$ cat config.mk
export PLATFORM = sky130hd
export DESIGN_NAME = rsnp_back
export DESIGN_NICKNAME = d
export VERILOG_FILES = /design/src/rsnp_pkg.sv /design/src/rsnp_back.sv
export SDC_FILE = /design/constraint.sdc
export NUM_CORES = 1
export LEC_CHECK = 0
export BUFFER_PORTS_ARGS = -buffer_cell sky130_fd_sc_hd__buf_2
export CELL_PAD_IN_SITES_DETAIL_PLACEMENT = 1
export CELL_PAD_IN_SITES_GLOBAL_PLACEMENT = 1
export CORE_UTILIZATION = 43
export DETAILED_ROUTE_END_ITERATION = 8
export GPL_ROUTABILITY_DRIVEN = 1
export PLACE_DENSITY_LB_ADDON = 0.1
export SLEW_MARGIN = 20
export SYNTH_ARGS = -nofsm -noshare
export SYNTH_HDL_FRONTEND = slang
export SYNTH_SLANG_ARGS = --single-unit
export TNS_END_PERCENT = 5
$ cat constraint.sdc
create_clock -name clk -period 3.6 [get_ports clk]
set_input_delay 1.08 -clock clk [delete_from_list [all_inputs] [get_ports clk]]
set_output_delay 1.08 -clock clk [all_outputs]
set_load 0.02 [all_outputs]
$ cat src/rsnp_pkg.sv
package rsnp_pkg;

  localparam int COORD_W = 16;
  localparam int DIFF_W  = COORD_W + 1;
  localparam int SQ_W    = 2 * COORD_W + 2;   // sum of three squared differences
  localparam int DOT_W   = SQ_W + 1;          // signed dot product
  localparam int PROD_W  = 2 * SQ_W;
  localparam int RSQ_W   = 32;
  localparam int INDEX_W = 10;
  localparam int DIST_W  = 36;
  localparam int INDEX_CAP = (1 << INDEX_W) - 1;

  localparam int MAX_SPHERES_DEF = 1024;

  // power of two: pointers wrap on their own
  localparam int QUEUE_DEPTH = 8;
  localparam int QPTR_W = $clog2(QUEUE_DEPTH);
  localparam int QCNT_W = $clog2(QUEUE_DEPTH + 1);

  localparam int CFG_IDX_W  = 3;
  localparam int CFG_DATA_W = 32;

  localparam logic [CFG_IDX_W-1:0] REG_NEAR_X = 3'd0;
  localparam logic [CFG_IDX_W-1:0] REG_NEAR_Y = 3'd1;
  localparam logic [CFG_IDX_W-1:0] REG_NEAR_Z = 3'd2;
  localparam logic [CFG_IDX_W-1:0] REG_FAR_X  = 3'd3;
  localparam logic [CFG_IDX_W-1:0] REG_FAR_Y  = 3'd4;
  localparam logic [CFG_IDX_W-1:0] REG_FAR_Z  = 3'd5;
  localparam logic [CFG_IDX_W-1:0] REG_RADIUS_SQ = 3'd6;

  localparam logic [COORD_W-1:0] NEAR_RST  = 16'h0000;
  localparam logic [COORD_W-1:0] FAR_XY_RST = 16'h0000;
  localparam logic [COORD_W-1:0] FAR_Z_RST = 16'hFF00;  // -1.0
  localparam logic [RSQ_W-1:0]   RSQ_RST   = 32'd5898; // 0.3 squared

  typedef struct packed {
    logic            hit;
    logic [SQ_W-1:0] sq_dist;
    logic            last;
  } rsnp_item_t;

endpackage

$ cat src/rsnp_back.sv
module rsnp_back #(
  parameter int MAX_SPHERES = rsnp_pkg::MAX_SPHERES_DEF
) (
  input  logic                          clk,
  input  logic                          rst_n,
  input  logic                          q_valid,
  input  rsnp_pkg::rsnp_item_t          q_item,
  output logic                          pop,
  output logic                          out_valid,
  input  logic                          out_ready,
  output logic                          hit_found,
  output logic [rsnp_pkg::INDEX_W-1:0]  hit_index,
  output logic [rsnp_pkg::DIST_W-1:0]   hit_distance
);

  localparam int LIMIT_INT = (MAX_SPHERES - 1 > rsnp_pkg::INDEX_CAP) ?
                             rsnp_pkg::INDEX_CAP : MAX_SPHERES - 1;
  localparam logic [rsnp_pkg::INDEX_W-1:0] IDX_LIMIT = rsnp_pkg::INDEX_W'(LIMIT_INT);

  logic                            best_valid_r, best_valid_nxt;
  logic [rsnp_pkg::INDEX_W-1:0]    best_index_r, best_index_nxt;
  logic [rsnp_pkg::SQ_W-1:0]       best_dist_r, best_dist_nxt;
  logic [rsnp_pkg::INDEX_W-1:0]    counter_r;
  logic                            out_valid_r;
  logic                            found_r;
  logic [rsnp_pkg::INDEX_W-1:0]    index_r;
  logic [rsnp_pkg::DIST_W-1:0]     dist_r;
  logic                            take;

  assign pop  = q_valid && (!out_valid_r || out_ready);
  // ties go to the later sphere
  assign take = q_item.hit && (!best_valid_r || q_item.sq_dist <= best_dist_r);

  assign best_valid_nxt = best_valid_r || take;
  assign best_index_nxt = take ? counter_r : best_index_r;
  assign best_dist_nxt  = take ? q_item.sq_dist : best_dist_r;

  always_ff @(posedge clk) begin
    if (!rst_n) begin
      best_valid_r <= 1'b0;
      best_index_r <= '0;
      best_dist_r  <= '0;
      counter_r    <= '0;
      out_valid_r  <= 1'b0;
    end else begin
      if (pop && q_item.last) begin
        out_valid_r <= 1'b1;
      end else if (out_ready) begin
        out_valid_r <= 1'b0;
      end
      if (pop) begin
        if (q_item.last) begin
          best_valid_r <= 1'b0;
          best_index_r <= '0;
          best_dist_r  <= '0;
          counter_r    <= '0;
        end else begin
          best_valid_r <= best_valid_nxt;
          best_index_r <= best_index_nxt;
          best_dist_r  <= best_dist_nxt;
          if (counter_r < IDX_LIMIT) begin
            counter_r <= counter_r + 1'b1;
          end
        end
      end
    end
  end

  always_ff @(posedge clk) begin
    if (pop && q_item.last) begin
      found_r <= best_valid_nxt;
      index_r <= best_valid_nxt ? best_index_nxt : '0;
      dist_r  <= best_valid_nxt ? rsnp_pkg::DIST_W'(best_dist_nxt) : '0;
    end
  end

  assign out_valid    = out_valid_r;
  assign hit_found    = found_r;
  assign hit_index    = index_r;
  assign hit_distance = dist_r;

endmodule

==> reports/qor.yml, run 1 <==
yosysMostFrequentCell: "nor2_1"
min_period_ps: 3127
worst_pin_slew_ps: 1019
synthSimpleGateAreaFrac_pct: 24.72
synthTopCellsByCount: "nor2_1 (134), nand2_1 (106), nand3_1 (93), inv_1 (85), dfxtp_1 (56)"
yosysUniqueCellTypes: 40
crit_required_ps: 3700
switchingPower_mw: 0.8132
antenna_found_initial: 0
grt_pass1_wl_um: 34350
h-tree-depth: 3
floorplan.initialDensity_pct: 44.59
netSwitchingFraction_pct: 29.95
path_cells: "buf_2, ha_1, a21oi_1, o21ai_0, a2111o_1, a211o_1, o21a_2, buf_12, mux2i_1"
synth-compound-area-share_pct: 13.67
num_rows: 44
grt_util_all_layers_pct: 27.51
hold_violations: 0
criticalPathCategory: "primary input to flop"
cts.clk_slew.worst_paths_ps: 70
crit_family: "compound AO/OA/AOI/OAI gates"
postCtsSetupRepairBufs: 0
worstHoldPathType: "flop to flop"
antenna_cells: 0
synthFlopType: "dfxtp_1"
ys_seq_area_share_pct: 37.72
final_area_sq_um: 7445
fp.dieH_um: 125.5
synthMuxAreaShare_pct: 6.720
status: "complete, but fails checks"
area_growth_pct: 13.59
die-area_sq_um: 15740
ys_warn_count: 0
cts_buffer_depth: 2
slew_violations: 0
place.gp.congestion: 0.8312
nets: 967
cts_root_buf: "clkbuf_16"
synth_top_family_by_area: "simple AND/OR/NAND/NOR gates"
overflow: 0
synthCells: 838
grt_max_degree: 94
place_area_sq_um: 7174
vias_per_cell: 5.943
path_max_fanout: 26
max_stage_delay_ps: 480
yosys.area.top_type: "edfxtp_1"
tns_ps: 0
cts_hold_buf: 0
violations: "design-rule violations"
power_frac_comb_pct: 18.7
cap_violations: 0
skew_ps: 4.011
setup_slack_ps: 473.3
fill_cells: 1829
wl_per_cell_um: 19.44
placed_cells: 1065
internal-power_mw: 1.902
rsz0062_at_grt: "no"
critical_path_buf_inv_count: 2
place_hpwl_um: 13310
clkLatencyLatePin_ps: 350
pre_cts_ws_ps: 83.26
vias: 6424
slew_headroom_pct: 32.04
synth_top_area_share_pct: 20.62
fp.coreArea_sq_um: 14700
port-buffer-count: 86
drtAntennaViolNets: 0
pwr-share-seq_pct: 47.1
setup_viol: 0
fmax_mhz: 319.8
layout-drive-gt1-share_pct: 14.38
cts_resized: 0
peakVddDrop_mv: 0.2670
die_w_um: 125.5
dr.pass1.iters: 9
p_total_mw: 2.715
critPathCaptureType: "flop"
drtIter0Drc: 399
clock_sinks: 101
synth_area_leaders: "edfxtp_1 (21%), dfxtp_1 (17%), nor2_1 (7.7%), nand3_1 (7.1%), mux2i_1 (6.7%)"
synth_fa_ha_area_share_pct: 6.682
ys_ff_latch: 101
start_kind: "primary input"
drc: 8
syn_area_sq_um: 6554
synth_edf_count: 45
p_leak_nw: 3.123
powerDensity_nw_per_um2: 364.7
routed_wl_um: 21020
ios: 89
stdcell_count: 1081
cts_made_buffers: 9
fin_crit_sh_pct: 86.85
worst_path_max_delay_cell: "a2111o_1"
synth_xor_area_share_pct: 0.9355
avgSynthCellArea_sq_um: 7.821
worstPathArrival_ps: 3230
cts_tree: "built"
p_clk_share_pct: 34.2
async_flop_share_pct: 0
grt_pass1_vias: 6854
layout make-up:
| class | count | area, sq um | share of cell area [%] |
|---|---|---|---|
| inverter | 85 | 319.1 | 4.286 |
| clock buffer | 12 | 246.5 | 3.311 |
| sequential | 101 | 2472 | 33.21 |
| timing repair buffer | 110 | 660.6 | 8.874 |
| multi-input combinational | 585 | 3492 | 46.91 |
| clock inverter | 4 | 23.77 | 0.3193 |
| tap | 184 | 230.2 | 3.092 |
power by group through the flow:
stage	Combinational, mW	Sequential, mW	Clock, mW
after floorplan	0.296	1.33	0
after global placement	0.491	1.30	0
after detailed placement	0.506	1.30	0
after CTS	0.508	1.28	0.946
after global routing	0.552	1.28	0.988
final	0.508	1.28	0.929
tightest hold or removal path, stage by stage (launching register included):
cell	delay, ps
dfxtp_1	340
a21oi_1	40
nor2_1	80
layer usage:
metal	global-route usage [%]	vias to the layer above	wire length, um
li1	-	3019	-
met1	33.52	3223	9280
met2	49.77	159	10720
met3	3.937	23	787
met4	8.537	0	224
met5	0	-	0
metrics by stage:
step	hold slack (ps)	util, %
2_1_floorplan	436.7	-
3_3_place_gp	457.3	48.81
3_5_place_dp	480.5	48.81
4_1_cts	496.6	50.65
5_1_grt	527.5	50.65
6_report	496.4	50.65
cells by family (layout without fill, tap and decap cells):
group           after synthesis  after routing
compound gates              124            124
fa+ha+maj                    35             35
other cells                   1              2
mux                          44             44
xor+xnor                      7              7
simple gates                373            373
buf+inv                     153            211
flops                       101            101
flip-flops by register name (all words and copies together), names as in the netlist:
signal        count
best_dist_r      34
best_index_r     10
best_valid_r      1
counter_r        10
hit_distance     34
hit_found         1
hit_index        10
out_valid         1
final timing paths:
check                              start                            end  slack [ps]  cells after the start
min reg2reg    best_valid_r$_SDFFE_PN0P_      best_valid_r$_SDFFE_PN0P_         500                      2
min            best_valid_r$_SDFFE_PN0P_      best_valid_r$_SDFFE_PN0P_         500                      2
max reg2reg  best_dist_r[5]$_SDFFE_PN0P_  hit_distance[1]$_SDFFCE_PP0P_         860                      9
max                            q_item[6]  hit_distance[1]$_SDFFCE_PP0P_         470                      9
cell usage in the layout (no fill, tap or decap), types with 7 or more instances in the layout:
cell type and n:
mux2i_1 44, nor2b_1 14, clkbuf_16 9, o2111ai_1 43
a21oi_1 12, ha_1 35, nand2_1 106, xnor2_1 7
edfxtp_1 45, nand3_1 93, nand4_1 10, a31oi_1 44
dfxtp_1 56, inv_1 84, o21ai_0 8, buf_2 86
buf_4 20, nor2_1 134
Power figures use the tool's default switching activity.
==> run 2: changes to the inputs <==
--- a/config.mk
+++ b/config.mk
@@ -5,10 +5,12 @@
 export SDC_FILE = /design/constraint.sdc
 export NUM_CORES = 1
 export LEC_CHECK = 0
+export ABC_AREA = 1
 export BUFFER_PORTS_ARGS = -buffer_cell sky130_fd_sc_hd__buf_2
 export CELL_PAD_IN_SITES_DETAIL_PLACEMENT = 1
 export CELL_PAD_IN_SITES_GLOBAL_PLACEMENT = 1
-export CORE_UTILIZATION = 43
+export CORE_MARGIN = 8
+export CORE_UTILIZATION = 41
 export DETAILED_ROUTE_END_ITERATION = 8
 export GPL_ROUTABILITY_DRIVEN = 1
 export PLACE_DENSITY_LB_ADDON = 0.1
==> constraint.sdc (replaced) <==
create_clock -name clk -period 3.6 [get_ports clk]
set_input_delay 1.08 -clock clk [delete_from_list [all_inputs] [get_ports clk]]
set_output_delay 1.08 -clock clk [all_outputs]
set_load 0.005 [all_outputs]
==> reports/qor.yml, run 2 <==
cts_buffer_depth: 2  # unchanged
grt_util_all_layers_pct: 18.53  # -9.0 points
status: "finished clean"
wl_per_cell_um: 16.00  # -18%
place.gp.congestion: 0.8000  # -3.8%
crit_path_frequent_cell: "nand2_1"
r2r-start: "best_dist_r[25]$_SDFFE_PN0P_"
postCtsSetupRepairBufs: 0  # unchanged
cts_resized: 0  # unchanged
min_from: "best_dist_r[9]$_SDFFE_PN0P_"
antenna_cells: 0  # unchanged
synthSimpleGateAreaFrac_pct: 27.90  # +3.2 points
synth_top_family_by_area: "simple AND/OR/NAND/NOR gates"
clkLatencyLatePin_ps: 350  # about the same
worstHoldPathType: "flop to flop"
vias: 4949  # -23%
min_period_ps: 2961  # -165.8 ps
avgSynthCellArea_sq_um: 7.587  # -3.0%
synth_xor_area_share_pct: 0.3193  # -0.62 points
h-tree-depth: 3  # unchanged
grt_max_degree: 48  # -49%
die-area_sq_um: 17340  # +10%
ys_seq_area_share_pct: 45.07  # +7.3 points
path_max_fanout: 24  # -7.7%
synth_area_leaders: "edfxtp_1 (25%), dfxtp_1 (20%), nand2_1 (13%), nand3_1 (8.5%), ha_1 (8.0%)"
peakVddDrop_mv: 0.1882  # -30%
cts_root_buf: "clkbuf_16"
clock_sinks: 101  # unchanged
fin_crit_sh_pct: 82.25  # -4.6 points
cts.clk_slew.worst_paths_ps: 70  # about the same
overflow: 0  # unchanged
grt_pass1_wl_um: 26280  # -23%
async_flop_share_pct: 0  # unchanged
place_hpwl_um: 11460  # -14%
ys_warn_count: 0  # unchanged
p_leak_nw: 2.917  # -6.6%
dr.pass1.iters: 5  # -4
final_common_cell: "nand2_1"
criticalPathCategory: "primary input to flop"
synthFlopType: "dfxtp_1"
syn_area_sq_um: 5485  # -16%
crit_family: "simple AND/OR/NAND/NOR gates"
num_rows: 42  # -4.5%
fmax_mhz: 337.7  # +5.6%
drtIter0Drc: 165  # -59%
cts_made_buffers: 9  # unchanged
tns_ps: 0  # unchanged
antenna_found_initial: 0  # unchanged
synth-compound-area-share_pct: 7.459  # -6.2 points
yosysMostFrequentCell: "nand2_1"
synth_top_area_share_pct: 24.64  # +4.0 points
start_kind: "primary input"
nets: 875  # -9.5%
hold_violations: 0  # unchanged
drtAntennaViolNets: 0  # unchanged
critPathCaptureType: "flop"
rsz0062_at_grt: "no"
yosys.area.top_type: "edfxtp_1"
setup_viol: 0  # unchanged
p_total_mw: 2.765  # +1.9%
worst_pin_slew_ps: 848.1  # -171.2 ps
routed_wl_um: 15700  # -25%
ys_ff_latch: 101  # unchanged
ios: 89  # unchanged
critical_path_buf_inv_count: 2  # unchanged
cap_violations: 0  # unchanged
path_cells: "buf_2, ha_1, nand2_1, nor2_2, nand2_1, nor2_1, nand3_1, nand2_1, nor2_2, nand2_4, nand2_8, nand2_4, buf_12, nand2_1, nand2_1, nor2_1"
slew_headroom_pct: 43.40  # +11 points
die_w_um: 131.7  # +4.9%
vias_per_cell: 5.045  # -15%
floorplan.initialDensity_pct: 41.75  # -2.8 points
cts_tree: "built"
synthMuxAreaShare_pct: 0  # -6.7 points
skew_ps: 7.348  # +3.336 ps
synthCells: 723  # -14%
grt_pass1_vias: 5499  # -20%
port-buffer-count: 86  # unchanged
worst_path_max_delay_cell: "ha_1"
layout_common_cells: "nand2_1 (189), inv_1 (110), nand3_1 (93), buf_2 (86), a21oi_1 (64)"
synthTopCellsByCount: "nand2_1 (189), inv_1 (110), nand3_1 (93), nor2_1 (65), a21oi_1 (64)"
powerDensity_nw_per_um2: 427.1  # +17%
fp.coreArea_sq_um: 13140  # -11%
synth_fa_ha_area_share_pct: 7.984  # +1.3 points
layout-drive-gt1-share_pct: 15.78  # +1.4 points
slew_violations: 0  # unchanged
area_growth_pct: 18.04
startpoint: "q_item[26]"
worstPathArrival_ps: 3070  # -160 ps
fp.dieH_um: 131.7  # +4.9%
synth_edf_count: 45  # unchanged
crit_required_ps: 3710  # about the same
drc: 0  # -8
yosysUniqueCellTypes: 29  # -28%
max_stage_delay_ps: 290  # -190 ps
cts_hold_buf: 0  # unchanged
hold_ws_ps: 467.4  # -28.96 ps
[run 2: cell families after synthesis]
kind of cell | Yosys count
flip-flops | 101
adder cells (fa/ha/maj) | 35
AO/OA/AOI/OAI | 78
AND/OR/NAND/NOR | 361
other | 1
buffers and inverters | 145
XOR/XNOR | 2
[run 2: layout make-up]
class	instances	area (sq um)
well taps	176	220.2
multi-input cells	478	2436
inverters	112	420.4
clock buffers	15	320.3
clock inverters	1	7.507
fillers	1660	6663
flip-flops and latches	101	2472
repair buffers	98	598.1
[run 2: path summary, 6_finish.rpt]
check	cells after the start	slack (ps)	end
max	16	640	hit_index[2]$_SDFFCE_PP0P_
min	2	470	best_dist_r[9]$_SDFFE_PN0P_
max reg2reg	16	1100	hit_index[2]$_SDFFCE_PP0P_
min reg2reg	2	470	best_dist_r[9]$_SDFFE_PN0P_
[run 2: report_power, final]
group	internal [mW]	switching [mW]
registers	1.25	0.0182
clock network	0.611	0.444
logic	0.155	0.283
total	2.02	0.745
[run 2: metal layers]
metal	vias to the layer above	track usage, %	part of all wire [%]
li1	2456	-	-
met2	62	34.45	52
met3	18	3.544	3.2
met1	2413	20.12	43
met4	0	7.658	1.9
met5	-	0	0
[run 2: through the flow]
stage / cells / instance area [sq um] / worst slack [ps] / utilization, %
finish: 981 / 6475 / 639.0 / 49.29
global route: 981 / 6475 / 449.3 / 49.29
CTS: 981 / 6475 / 615.4 / 49.29
detailed placement: 965 / 6147 / 244.1 / 46.79
global placement: 963 / 6092 / 284.9 / 46.37
floorplan: 724 / 5492 / 575.2 / -
[run 2: worst register-to-register path, stage by stage, from the launching register on]
cell and delay (ps):
dfxtp_1 330, inv_1 60, ha_1 290, nand2_1 90, nor2_2 140, nand2_1 120, nor2_1 140, nand3_1 90
nand2_1 80, nor2_2 50, nand2_4 80, nand2_8 130, nand2_4 220, buf_12 190, nand2_1 110, nand2_1 100
nor2_1 50
