[src/rsnp_pkg.sv]
package rsnp_pkg;

  localparam int COORD_W = 16;
  localparam int DIFF_W  = COORD_W + 1;
  localparam int SQ_W    = 2 * COORD_W + 2;   // sum of three squared differences
  localparam int DOT_W   = SQ_W + 1;          // signed dot product
  localparam int PROD_W  = 2 * SQ_W;
  localparam int RSQ_W   = 32;
  localparam int INDEX_W = 10;
  localparam int DIST_W  = 36;
  localparam int INDEX_CAP = (1 << INDEX_W) - 1;

  localparam int MAX_SPHERES_DEF = 1024;

  // power of two: pointers wrap on their own
  localparam int QUEUE_DEPTH = 8;
  localparam int QPTR_W = $clog2(QUEUE_DEPTH);
  localparam int QCNT_W = $clog2(QUEUE_DEPTH + 1);

  localparam int CFG_IDX_W  = 3;
  localparam int CFG_DATA_W = 32;

  localparam logic [CFG_IDX_W-1:0] REG_NEAR_X = 3'd0;
  localparam logic [CFG_IDX_W-1:0] REG_NEAR_Y = 3'd1;
  localparam logic [CFG_IDX_W-1:0] REG_NEAR_Z = 3'd2;
  localparam logic [CFG_IDX_W-1:0] REG_FAR_X  = 3'd3;
  localparam logic [CFG_IDX_W-1:0] REG_FAR_Y  = 3'd4;
  localparam logic [CFG_IDX_W-1:0] REG_FAR_Z  = 3'd5;
  localparam logic [CFG_IDX_W-1:0] REG_RADIUS_SQ = 3'd6;

  localparam logic [COORD_W-1:0] NEAR_RST  = 16'h0000;
  localparam logic [COORD_W-1:0] FAR_XY_RST = 16'h0000;
  localparam logic [COORD_W-1:0] FAR_Z_RST = 16'hFF00;  // -1.0
  localparam logic [RSQ_W-1:0]   RSQ_RST   = 32'd5898; // 0.3 squared

  typedef struct packed {
    logic            hit;
    logic [SQ_W-1:0] sq_dist;
    logic            last;
  } rsnp_item_t;

endpackage

[src/rsnp_queue.sv]
module rsnp_queue (
  input  logic                 clk,
  input  logic                 rst_n,
  input  logic                 push,
  input  rsnp_pkg::rsnp_item_t push_item,
  input  logic                 pop,
  output logic                 not_empty,
  output rsnp_pkg::rsnp_item_t head_item
);

  rsnp_pkg::rsnp_item_t mem [rsnp_pkg::QUEUE_DEPTH];
  logic [rsnp_pkg::QPTR_W-1:0] wr_ptr_r, rd_ptr_r;
  logic [rsnp_pkg::QCNT_W-1:0] count_r, count_nxt;

  always_ff @(posedge clk) begin
    if (push) begin
      mem[wr_ptr_r] <= push_item;
    end
  end

  always_comb begin
    unique case ({push, pop})
      2'b10:   count_nxt = count_r + 1'b1;
      2'b01:   count_nxt = count_r - 1'b1;
      default: count_nxt = count_r;
    endcase
  end

  always_ff @(posedge clk) begin
    if (!rst_n) begin
      wr_ptr_r <= '0;
      rd_ptr_r <= '0;
      count_r  <= '0;
    end else begin
      if (push) begin
        wr_ptr_r <= wr_ptr_r + 1'b1;
      end
      if (pop) begin
        rd_ptr_r <= rd_ptr_r + 1'b1;
      end
      count_r <= count_nxt;
    end
  end

  assign not_empty = count_r != '0;
  assign head_item = mem[rd_ptr_r];

endmodule

[config.mk]
export PLATFORM = sky130hd
export DESIGN_NAME = rsnp_queue
export DESIGN_NICKNAME = d
export VERILOG_FILES = /design/src/rsnp_pkg.sv /design/src/rsnp_queue.sv
export SDC_FILE = /design/constraint.sdc
export NUM_CORES = 1
export LEC_CHECK = 0
export BUFFER_PORTS_ARGS = -buffer_cell sky130_fd_sc_hd__buf_2
export CAP_MARGIN = 20
export CORE_MARGIN = 8
export CORE_UTILIZATION = 30
export DETAILED_ROUTE_END_ITERATION = 7
export GPL_ROUTABILITY_DRIVEN = 0
export PLACE_DENSITY_LB_ADDON = 0.12
export SYNTH_ARGS = -nofsm -noshare
export SYNTH_HDL_FRONTEND = slang
export SYNTH_SLANG_ARGS = --single-unit
export TNS_END_PERCENT = 20
[constraint.sdc]
create_clock -name clk -period 3.76 [get_ports clk]
set_input_delay 0.188 -clock clk [delete_from_list [all_inputs] [get_ports clk]]
set_output_delay 0.188 -clock clk [all_outputs]
set_load 0.1 [all_outputs]
==> flow_metrics.env, run 1 <==
export IMPL_grt_use_met2=0.198
export IMPL_cts_tree="built"
export IMPL_combPwrFrac=0.126
export IMPL_seq_power_share=0.456
export IMPL_cp_end_kind="output pin"
export IMPL_p_clk_frac=0.418
export IMPL_slowest_stage="dfxtp_4"
export IMPL_layoutNonFillerInstCount=1174
export IMPL_nets=674
export IMPL_diodes=0
export IMPL_hp_class="in -> reg"
export IMPL_ir_drop_mv=0.345
export IMPL_num_io_pins=77
export IMPL_grt_max_degree=73
export IMPL_timing_hold_violations_final=0
export IMPL_power_density_nw_per_um2=584
export IMPL_gr_usage_met3=0.0244
export IMPL_cp_start_kind="flip-flop"
export IMPL_syn_area_per_cell_um2=24.2
export IMPL_syn_num_nets=530
export IMPL_drt_iter0_markers=290
export IMPL_ys_warnings_count=0
export IMPL_finalSetupViolCount=0
export IMPL_cap_violations=0
export IMPL_rows=72
export IMPL_use_met1=0.144
export IMPL_clockBufferDepth=3
export IMPL_p_switching_uw=2160
export IMPL_critPathMaxFanout=37
export IMPL_top_usage_layer="met2"
export IMPL_worstMarginPinSlew_ps=1040
export IMPL_synth_area_um2=11700
export IMPL_finalMaxSlewViolations=0
export IMPL_wl_per_cell_um=22.1
export IMPL_cts_made_buffers=36
export IMPL_drive_above_1_share=0.297
export IMPL_hold_ws_ps=37.1
export IMPL_fmax_mhz=331
export IMPL_viasPerCell=4.56
export IMPL_status="finished, final reports clean"
export IMPL_yosysTopAreaCell="edfxtp_1"
export IMPL_track_usage=0.115
export IMPL_clk_pin_slew_ps=50
export IMPL_flow_area_growth_from_synthesis_pct=23.2
export IMPL_clock_skew_ps=23.2
export IMPL_crit_chain="buf_4, mux4_1, mux2_2, buf_2"
export IMPL_synth_seq_cells=301
export IMPL_postRouteWirelength_mm=26.0
export IMPL_regToRegEndpoint="mem[4][25]$_DFFE_PP_"
export IMPL_grt_pass1_wl_mm=38.2
export IMPL_swShare=0.256
export IMPL_synthTopCellsByArea="edfxtp_1, mux4_1, mux2_2"
export IMPL_whs_path_depth=2
export IMPL_ff2ff_path_depth=3
export IMPL_dieArea_um2=45700
export IMPL_die_w_um=214
export IMPL_r2r_start="wr_ptr_r[2]$_SDFFE_PN0P_"
export IMPL_io_buffers=76
export IMPL_synth_cells=485
export IMPL_initial_core_util=0.303
export IMPL_die_y_um=214
export IMPL_clock_latency_ps=520
export IMPL_dr_pass1_iters=4
export IMPL_grt_pass1_vias=5969
export IMPL_dp_cells=1073
export IMPL_maxSlewHeadroom=0.307
export IMPL_worst_setup_path_type="reg -> out"
export IMPL_finalCritPeriodShare=0.803
export IMPL_period_needed_ps=3020
export IMPL_worstPathRequired_ps=3570
export IMPL_cpPeakStageDelay_ps=810
export IMPL_root_buffer="clkbuf_16"
export IMPL_grt_overflow_total=0
export IMPL_antenna_found_initial=1
export IMPL_hold_path_startpoint="rst_n"
export IMPL_drc=0
export IMPL_synth_cell_types=28
export IMPL_htree_levels=2
export IMPL_total_power_uw=8430
export IMPL_r2r_slack_ps=1710
export IMPL_setup_tns_final_ps=0
export IMPL_cp_arrival_ps=2830
export IMPL_leakage_uw=0.00482
export IMPL_fp_coreArea_um2=38600
export IMPL_vias=5349
export IMPL_yosysSeqAreaShare=0.760
export IMPL_final_antenna_net_count=0
export IMPL_synth_top_cell_area_share=0.737
export IMPL_rsz0062_at_grt="no"
export IMPL_clock_sinks=301
export IMPL_p_int_uw=6270
export IMPL_place_hpwl_mm=14.4
export IMPL_post_route_util=0.374
## logic make-up after synthesis
logic type | count (synthesis) | synth area share
AOI/OAI and AO/OA | 5 | 0.00299
xor gates and xnor gates | 7 | 0.00523
adders and majority gates | 5 | 0.00533
buffers and inverters | 23 | 0.0127
DFF | 301 | 0.760
muxes | 113 | 0.200
and+or+nand+nor | 31 | 0.0140
## worst max-delay path: cells and delay by family (launching register included)
family,cells,cell delay (ps)
mux,2,850
buf+inv,2,640
flops,1,810
## power by group through the flow
stage / clock network (uW) / registers, uW / logic, uW
finish: 3520 / 3850 / 1060
floorplan: 0 / 3860 / 860
detailed placement: 0 / 3920 / 1050
global placement: 0 / 3920 / 1040
global route: 3760 / 3860 / 1110
CTS: 3630 / 3850 / 1080
## cell usage after synthesis
master	number
a41oi_1	1
ha_1	5
o21ai_0	1
edfxtp_1	288
or4_1	1
nand2b_1	4
nand2_1	6
xnor2_1	3
clkbuf_2	1
o41ai_1	1
nor2b_1	3
and2_1	6
buf_2	1
mux2_2	37
clkbuf_1	3
mux4_1	72
a21oi_1	1
nor2_1	6
nor3_1	3
inv_1	1
buf_1	9
xor2_1	4
mux2i_1	4
a21boi_0	1
buf_6	8
nor4b_1	1
dfxtp_1	13
or3_1	1
## state kept, by name, summed over array words and instances (netlist names), named ones only
| name | cells |
|---|---|
| wr_ptr_r | 3 |
| rd_ptr_r | 3 |
| count_r | 4 |
| mem | 288 |
## cell usage in the layout (no fill, tap or decap), drive strengths merged, types with 3 or more instances in the layout
master         n
edfxtp       288
buf           92
mux4          72
clkbuf        46
mux2          37
dlygate4sd3   36
dfxtp         13
clkinv        13
nand2          6
nor2           6
and2           6
ha             5
bufinv         5
xor2           4
nand2b         4
mux2i          4
xnor2          3
nor2b          3
nor3           3
## how the worst max path moves through the flow
stage | to | slack, ps | cells after the start
5_1_grt | head_item[32] | 590 | 4
3_5_place_dp | head_item[33] | 1200 | 4
6_report | head_item[33] | 740 | 4
3_3_place_gp | head_item[33] | 1220 | 4
4_1_cts | head_item[33] | 650 | 4
2_1_floorplan | mem[0][0]$_DFFE_PP_ | 320 | 2
## through the flow
step	worst slack (ps)	area (um2)
floorplan	316	11700
global route	595	14400
finish	741	14400
global placement	1220	12900
CTS	648	14400
detailed placement	1200	12900
## layer usage
| layer | up-vias | wire length [um] |
|---|---|---|
| met5 | - | 13 |
| met4 | 2 | 584 |
| met3 | 44 | 1010 |
| met2 | 94 | 12900 |
| met1 | 2807 | 11400 |
| li1 | 2402 | - |
## cell type report
class | count | area, um2
clock buffers | 46 | 981
clock inverters | 19 | 236
fillers | 3509 | 24200
inverters | 1 | 3.75
multi-input cells | 161 | 2730
flip-flops and latches | 301 | 8920
well taps | 518 | 648
repair buffers | 128 | 936
## what timing repair did
action | 4_1_cts | 5_1_grt
buffers inserted | 0 | 0
hold buffers | 36 | 0
hold endpoints to repair | 288 | 0
resized for setup | 0 | 0
Note: power is estimated with default switching activity, not from simulation.
==> run 2, diff against run 1 <==
Clock period 3.76 ns to 2.5 ns, I/O delays scaled along.
==> flow_metrics.env, run 2 (same netlist as run 1, synthesis figures left out) <==
export IMPL_layoutNonFillerInstCount=1179
export IMPL_hp_class="in -> reg"
export IMPL_antenna_found_initial=1
export IMPL_clk_pin_slew_ps=50
export IMPL_r2r_slack_ps=790
export IMPL_viasPerCell=4.58
export IMPL_dr_pass1_iters=4
export IMPL_largest_register_ffs=288
export IMPL_timing_hold_violations_final=0
export IMPL_worstPathRequired_ps=2380
export IMPL_ir_drop_mv=0.511
export IMPL_cts_tree="built"
export IMPL_cpPeakStageDelay_ps=610
export IMPL_drc=0
export IMPL_track_usage=0.115
export IMPL_status="finished, final reports clean"
export IMPL_root_buffer="clkbuf_16"
export IMPL_clock_latency_ps=510
export IMPL_postRouteWirelength_mm=25.9
export IMPL_clock_sinks=301
export IMPL_grt_pass1_wl_mm=38.8
export IMPL_top_register="mem"
export IMPL_fp_coreArea_um2=38600
export IMPL_hold_ws_ps=35.6
export IMPL_period_needed_ps=2430
export IMPL_wl_per_cell_um=22.0
export IMPL_maxSlewHeadroom=0.640
export IMPL_dieArea_um2=45700
export IMPL_finalSetupViolCount=0
export IMPL_slowest_stage="mux4_1"
export IMPL_finalCritPeriodShare=0.974
export IMPL_cp_start_kind="flip-flop"
export IMPL_rows=72
export IMPL_worstMarginPinSlew_ps=540
export IMPL_nets=681
export IMPL_initial_core_util=0.303
export IMPL_drt_iter0_markers=288
export IMPL_cp_end_kind="output pin"
export IMPL_critPathMaxFanout=28
export IMPL_finalMaxSlewViolations=0
export IMPL_reg_largest_list="mem: 288 flops, count_r: 4 flops"
export IMPL_grt_max_degree=35
export IMPL_clockBufferDepth=3
export IMPL_die_w_um=214
export IMPL_drive_above_1_share=0.292
export IMPL_ff2ff_path_depth=3
export IMPL_flow_area_growth_from_synthesis_pct=23.6
export IMPL_die_y_um=214
export IMPL_cts_setup_buffers=0
export IMPL_r2r_start="wr_ptr_r[0]$_SDFFE_PN0P_"
export IMPL_diodes=0
export IMPL_grt_overflow_total=0
export IMPL_mostFrequentLayoutCells="edfxtp_1, mux4_1, buf_2"
export IMPL_path_depth=4
export IMPL_cap_violations=0
export IMPL_cp_arrival_ps=2310
export IMPL_htree_levels=2
export IMPL_place_hpwl_mm=14.6
export IMPL_regToRegEndpoint="mem[5][11]$_DFFE_PP_"
export IMPL_layout_commonest_cell="edfxtp_1"
export IMPL_num_io_pins=77
export IMPL_path_buf_inv=2
export IMPL_io_buffers=76
export IMPL_total_power_uw=12400
export IMPL_final_antenna_net_count=0
export IMPL_dp_cells=1081
export IMPL_grt_pass1_vias=5957
export IMPL_rsz0062_at_grt="yes"
export IMPL_leakage_uw=0.00482
export IMPL_vias=5401
export IMPL_crit_chain="buf_12, mux4_1, mux2_2, clkbuf_4"
export IMPL_cts_made_buffers=34
export IMPL_cp_top_family="multiplexers"
export IMPL_power_density_nw_per_um2=853
export IMPL_fmax_mhz=411
export IMPL_crit_end="head_item[9]"
export IMPL_worst_setup_path_type="reg -> out"
export IMPL_clock_skew_ps=12.3
-- run 2: cell types whose count changed in the layout (fill, tap and decap cells not counted), sizes merged --
cell | before | now
buf | 92 | 71
bufinv | 5 | 4
clkbuf | 46 | 73
clkinv | 13 | 12
clkinvlp | 0 | 1
dlygate4sd3 | 36 | 37
inv | 2 | 1
-- run 2: layer usage --
metal	wire (um)	vias to the layer above	part of all wire	GRT usage
met2	13000	83	0.50	0.199
met3	932	41	0.036	0.0231
li1	-	2426	-	-
met1	11500	2849	0.44	0.145
met5	13	-	0.00050	0
met4	485	2	0.019	0.0317
-- run 2: final cells by class --
cell class / instances / area (um2)
Clock inverter: 17 / 209
Fill cell: 3504 / 24200
Multi-Input combinational cell: 161 / 2730
Tap cell: 518 / 648
Timing Repair Buffer: 137 / 1080
Inverter: 1 / 3.75
Clock buffer: 44 / 910
Sequential cell: 301 / 8920
-- run 2: power breakdown --
part	switching [uW]	total, uW	internal, uW	leakage (uW)
sequential	49.2	5720	5670	0.00272
combinational	1210	1730	520	0.00156
clock	1930	4930	3000	0.000536
total	3180	12400	9190	0.00482
-- run 2: what timing repair did --
| item | 4_1_cts | 5_1_grt |
|---|---|---|
| cloned | 0 | 0 |
| setup endpoints to repair | 2 | 31 |
| hold buffers | 37 | 0 |
| resized for setup | 2 | 33 |
| pin swaps | 0 | 0 |
| endpoints found under the hold margin | 300 | 0 |
-- run 2: worst min-delay path by stage --
stage / from / end / cells after the start
floorplan: push_item[0] / mem[0][0]$_DFFE_PP_ / 0
global placement: push_item[5] / mem[0][5]$_DFFE_PP_ / 1
detailed placement: push_item[20] / mem[4][20]$_DFFE_PP_ / 1
CTS: push / wr_ptr_r[1]$_SDFFE_PN0P_ / 3
global route: pop / flip-flop / 3
finish: push / wr_ptr_r[1]$_SDFFE_PN0P_ / 3
-- run 2: worst register-to-register path, delay by kind of cell (launching register included) --
kind	cells	cell delay, ps
flops	1	500
simple gates	2	580
buf+inv	1	320
-- run 2: metrics by stage --
stage	util	TNS [ps]	instance area [um2]	setup WS [ps]
5_1_grt	0.375	-355	14500	-42.0
2_1_floorplan	-	-31870	11700	-885
6_report	0.375	0	14500	65.3
3_3_place_gp	0.334	0	12900	549
3_5_place_dp	0.334	0	12900	545
4_1_cts	0.373	0	14400	5.11
==> run 3, diff against run 2 <==
Settings changed: ABC_AREA from default to 1, CORE_UTILIZATION 30 to 54.
==> flow_metrics.env, run 3 <==
export IMPL_final_antenna_net_count=0
export IMPL_critPathMaxFanout=60
export IMPL_grt_overflow_total=0
export IMPL_post_route_util=0.647
export IMPL_power_density_nw_per_um2=836
export IMPL_cp_common_cell="nand2_1"
export IMPL_reg_largest_list="mem: 288 flops, count_r: 4 flops"
export IMPL_clock_skew_ps=11.0
export IMPL_finalMaxSlewViolations=0
export IMPL_nets=1060
export IMPL_clk_pin_slew_ps=60
export IMPL_synth_top_cell_area_share=0.729
export IMPL_maxSlewHeadroom=0.618
export IMPL_whs_path_depth=2
export IMPL_cp_start_kind="flip-flop"
export IMPL_finalSetupViolCount=0
export IMPL_r2r_start="wr_ptr_r[0]$_SDFFE_PN0P_"
export IMPL_r2r_slack_ps=840
export IMPL_hp_class="in -> reg"
export IMPL_clock_sinks=301
export IMPL_hold_path_startpoint="push_item[27]"
export IMPL_place_hpwl_mm=13.1
export IMPL_worstPathRequired_ps=2380
export IMPL_synth_area_um2=11900
export IMPL_clockBufferDepth=3
export IMPL_cpPeakStageDelay_ps=420
export IMPL_synth_seq_cells=301
export IMPL_synthTopCellsByArea="edfxtp_1, o21ai_0, nor2_1"
export IMPL_hold_end="mem[6][27]$_DFFE_PP_"
export IMPL_fp_coreArea_um2=21700
export IMPL_hold_ws_ps=389
export IMPL_largest_register_ffs=288
export IMPL_cp_arrival_ps=2260
export IMPL_flow_area_growth_from_synthesis_pct=18.4
export IMPL_status="finished, final reports clean"
export IMPL_fmax_mhz=419
export IMPL_path_buf_inv=2
export IMPL_synth_cell_types=23
export IMPL_io_buffers=76
export IMPL_rsz0062_at_grt="no"
export IMPL_num_io_pins=77
export IMPL_drive_above_1_share=0.144
export IMPL_synthArstFlopShare=0
export IMPL_initial_core_util=0.547
export IMPL_vias=7128
export IMPL_wl_per_cell_um=18.1
export IMPL_crit_chain="buf_12, o21ai_0, o22ai_1, nand2_1, nand2_1, buf_2"
export IMPL_ys_top_cells_by_count="edfxtp_1, nor2_1, nand2_1"
export IMPL_leakage_uw=0.00495
export IMPL_cap_violations=0
export IMPL_antenna_found_initial=1
export IMPL_timing_hold_violations_final=0
export IMPL_drc=0
export IMPL_slowest_stage="buf_2"
export IMPL_postRouteWirelength_mm=23.9
export IMPL_synth_edf_count=288
export IMPL_ir_drop_mv=0.831
export IMPL_track_usage=0.177
export IMPL_dieArea_um2=27000
export IMPL_grt_max_degree=85
export IMPL_viasPerCell=5.40
export IMPL_die_w_um=164
export IMPL_htree_levels=1
export IMPL_cp_end_kind="output pin"
export IMPL_grt_pass1_vias=6976
export IMPL_regToRegEndpoint="mem[2][13]$_DFFE_PP_"
export IMPL_dr_pass1_iters=6
export IMPL_cp_top_family="buffers and inverters"
export IMPL_synth_most_common_cell="edfxtp_1"
export IMPL_period_needed_ps=2390
export IMPL_synth_cells=895
export IMPL_layout_commonest_cell="edfxtp_1"
export IMPL_synth_main_ff_cell="edfxtp_1"
export IMPL_cts_setup_buffers=0
export IMPL_yosysTopAreaCell="edfxtp_1"
export IMPL_cts_tree="built"
export IMPL_worstMarginPinSlew_ps=572
export IMPL_drt_iter0_markers=493
export IMPL_rows=54
export IMPL_syn_area_per_cell_um2=13.3
export IMPL_grt_pass1_wl_mm=37.3
export IMPL_ff2ff_path_depth=3
export IMPL_finalCritPeriodShare=0.955
export IMPL_syn_num_nets=940
export IMPL_yosysSeqAreaShare=0.751
export IMPL_die_y_um=164
export IMPL_top_register="mem"
export IMPL_worst_setup_path_type="reg -> out"
export IMPL_mostFrequentLayoutCells="edfxtp_1, nor2_1, nand2_1"
export IMPL_ys_warnings_count=0
export IMPL_clock_latency_ps=540
export IMPL_root_buffer="clkbuf_16"
export IMPL_cts_made_buffers=30
export IMPL_fillers=1604
==> run 3: changes by cell type after synthesis, moves of 14 or more <==
cell and change:
o21ai_0 +117, buf_2 +15, o21ai_1 +33, clkbuf_1 +18, o22ai_1 +36, nor2_1 +151
mux4_1 -72, nand2_1 +117, mux2i_1 +32, mux2_2 -37, inv_1 +14
==> run 3: how the worst max path moves through the flow <==
| stage | start | endpoint | slack [ps] | cells after the start |
|---|---|---|---|---|
| after detailed placement | flip-flop | head_item[2] | 630 | 7 |
| after CTS | flip-flop | head_item[2] | 40 | 7 |
| after global placement | flip-flop | head_item[7] | 650 | 7 |
| after floorplan | wr_ptr_r[0]$_SDFFE_PN0P_ | mem[0][0]$_DFFE_PP_ | -110 | 2 |
| after global routing | flip-flop | head_item[30] | 3 | 8 |
| final | flip-flop | head_item[1] | 110 | 6 |
==> run 3: per-stage QoR <==
step / TNS [ps] / cells / power [uW] / setup WS, ps / instance area, um2
after global placement: 0 / 1223 / 7530 / 649 / 12700
after CTS: 0 / 1319 / 11800 / 43.5 / 14000
after floorplan: -15520 / 895 / 7170 / -108 / 11900
after global routing: 0 / 1320 / 12100 / 3.48 / 14000
final: 0 / 1320 / 11700 / 113 / 14000
after detailed placement: 0 / 1223 / 7550 / 635 / 12700
==> run 3: logic make-up after synthesis <==
| kind of cell | after synthesis | synth area share |
|---|---|---|
| buf+inv | 67 | 0.0327 |
| mux | 36 | 0.0304 |
| fa+ha+maj | 5 | 0.00527 |
| xor+xnor | 3 | 0.00222 |
| flops | 301 | 0.751 |
| simple gates | 286 | 0.0914 |
| compound gates | 197 | 0.0869 |
==> run 3: where the power goes <==
group	total (uW)	switching (uW)	leakage (uW)	internal (uW)
Combinational	1810	1390	0.00177	426
Clock	4230	1770	0.000455	2460
Sequential	5690	37.7	0.00272	5650
Total	11700	3190	0.00495	8540
==> run 3: repair_timing <==
action	in CTS	in global routing
hold endpoints to repair	299	0
hold buffers	40	0
setup endpoints to repair	0	20
resized for setup	0	17
==> run 3: final cells by class <==
type	instances	area, um2	share of cell area
flip-flops and latches	301	8920	0.635
multi-input cells	527	2620	0.187
repair buffers	138	1140	0.0809
clock buffers	37	798	0.0569
well taps	280	350	0.0250
clock inverters	19	141	0.0101
inverters	17	71.3	0.00508
diodes	1	2.50	0.000178
==> run 3: metal layers <==
metal,track usage,vias up,wire [um]
met2,0.303,154,11800
met1,0.233,3459,10500
met3,0.0321,36,1190
li1,-,3479,-
met5,0,-,0
met4,0.0397,0,439
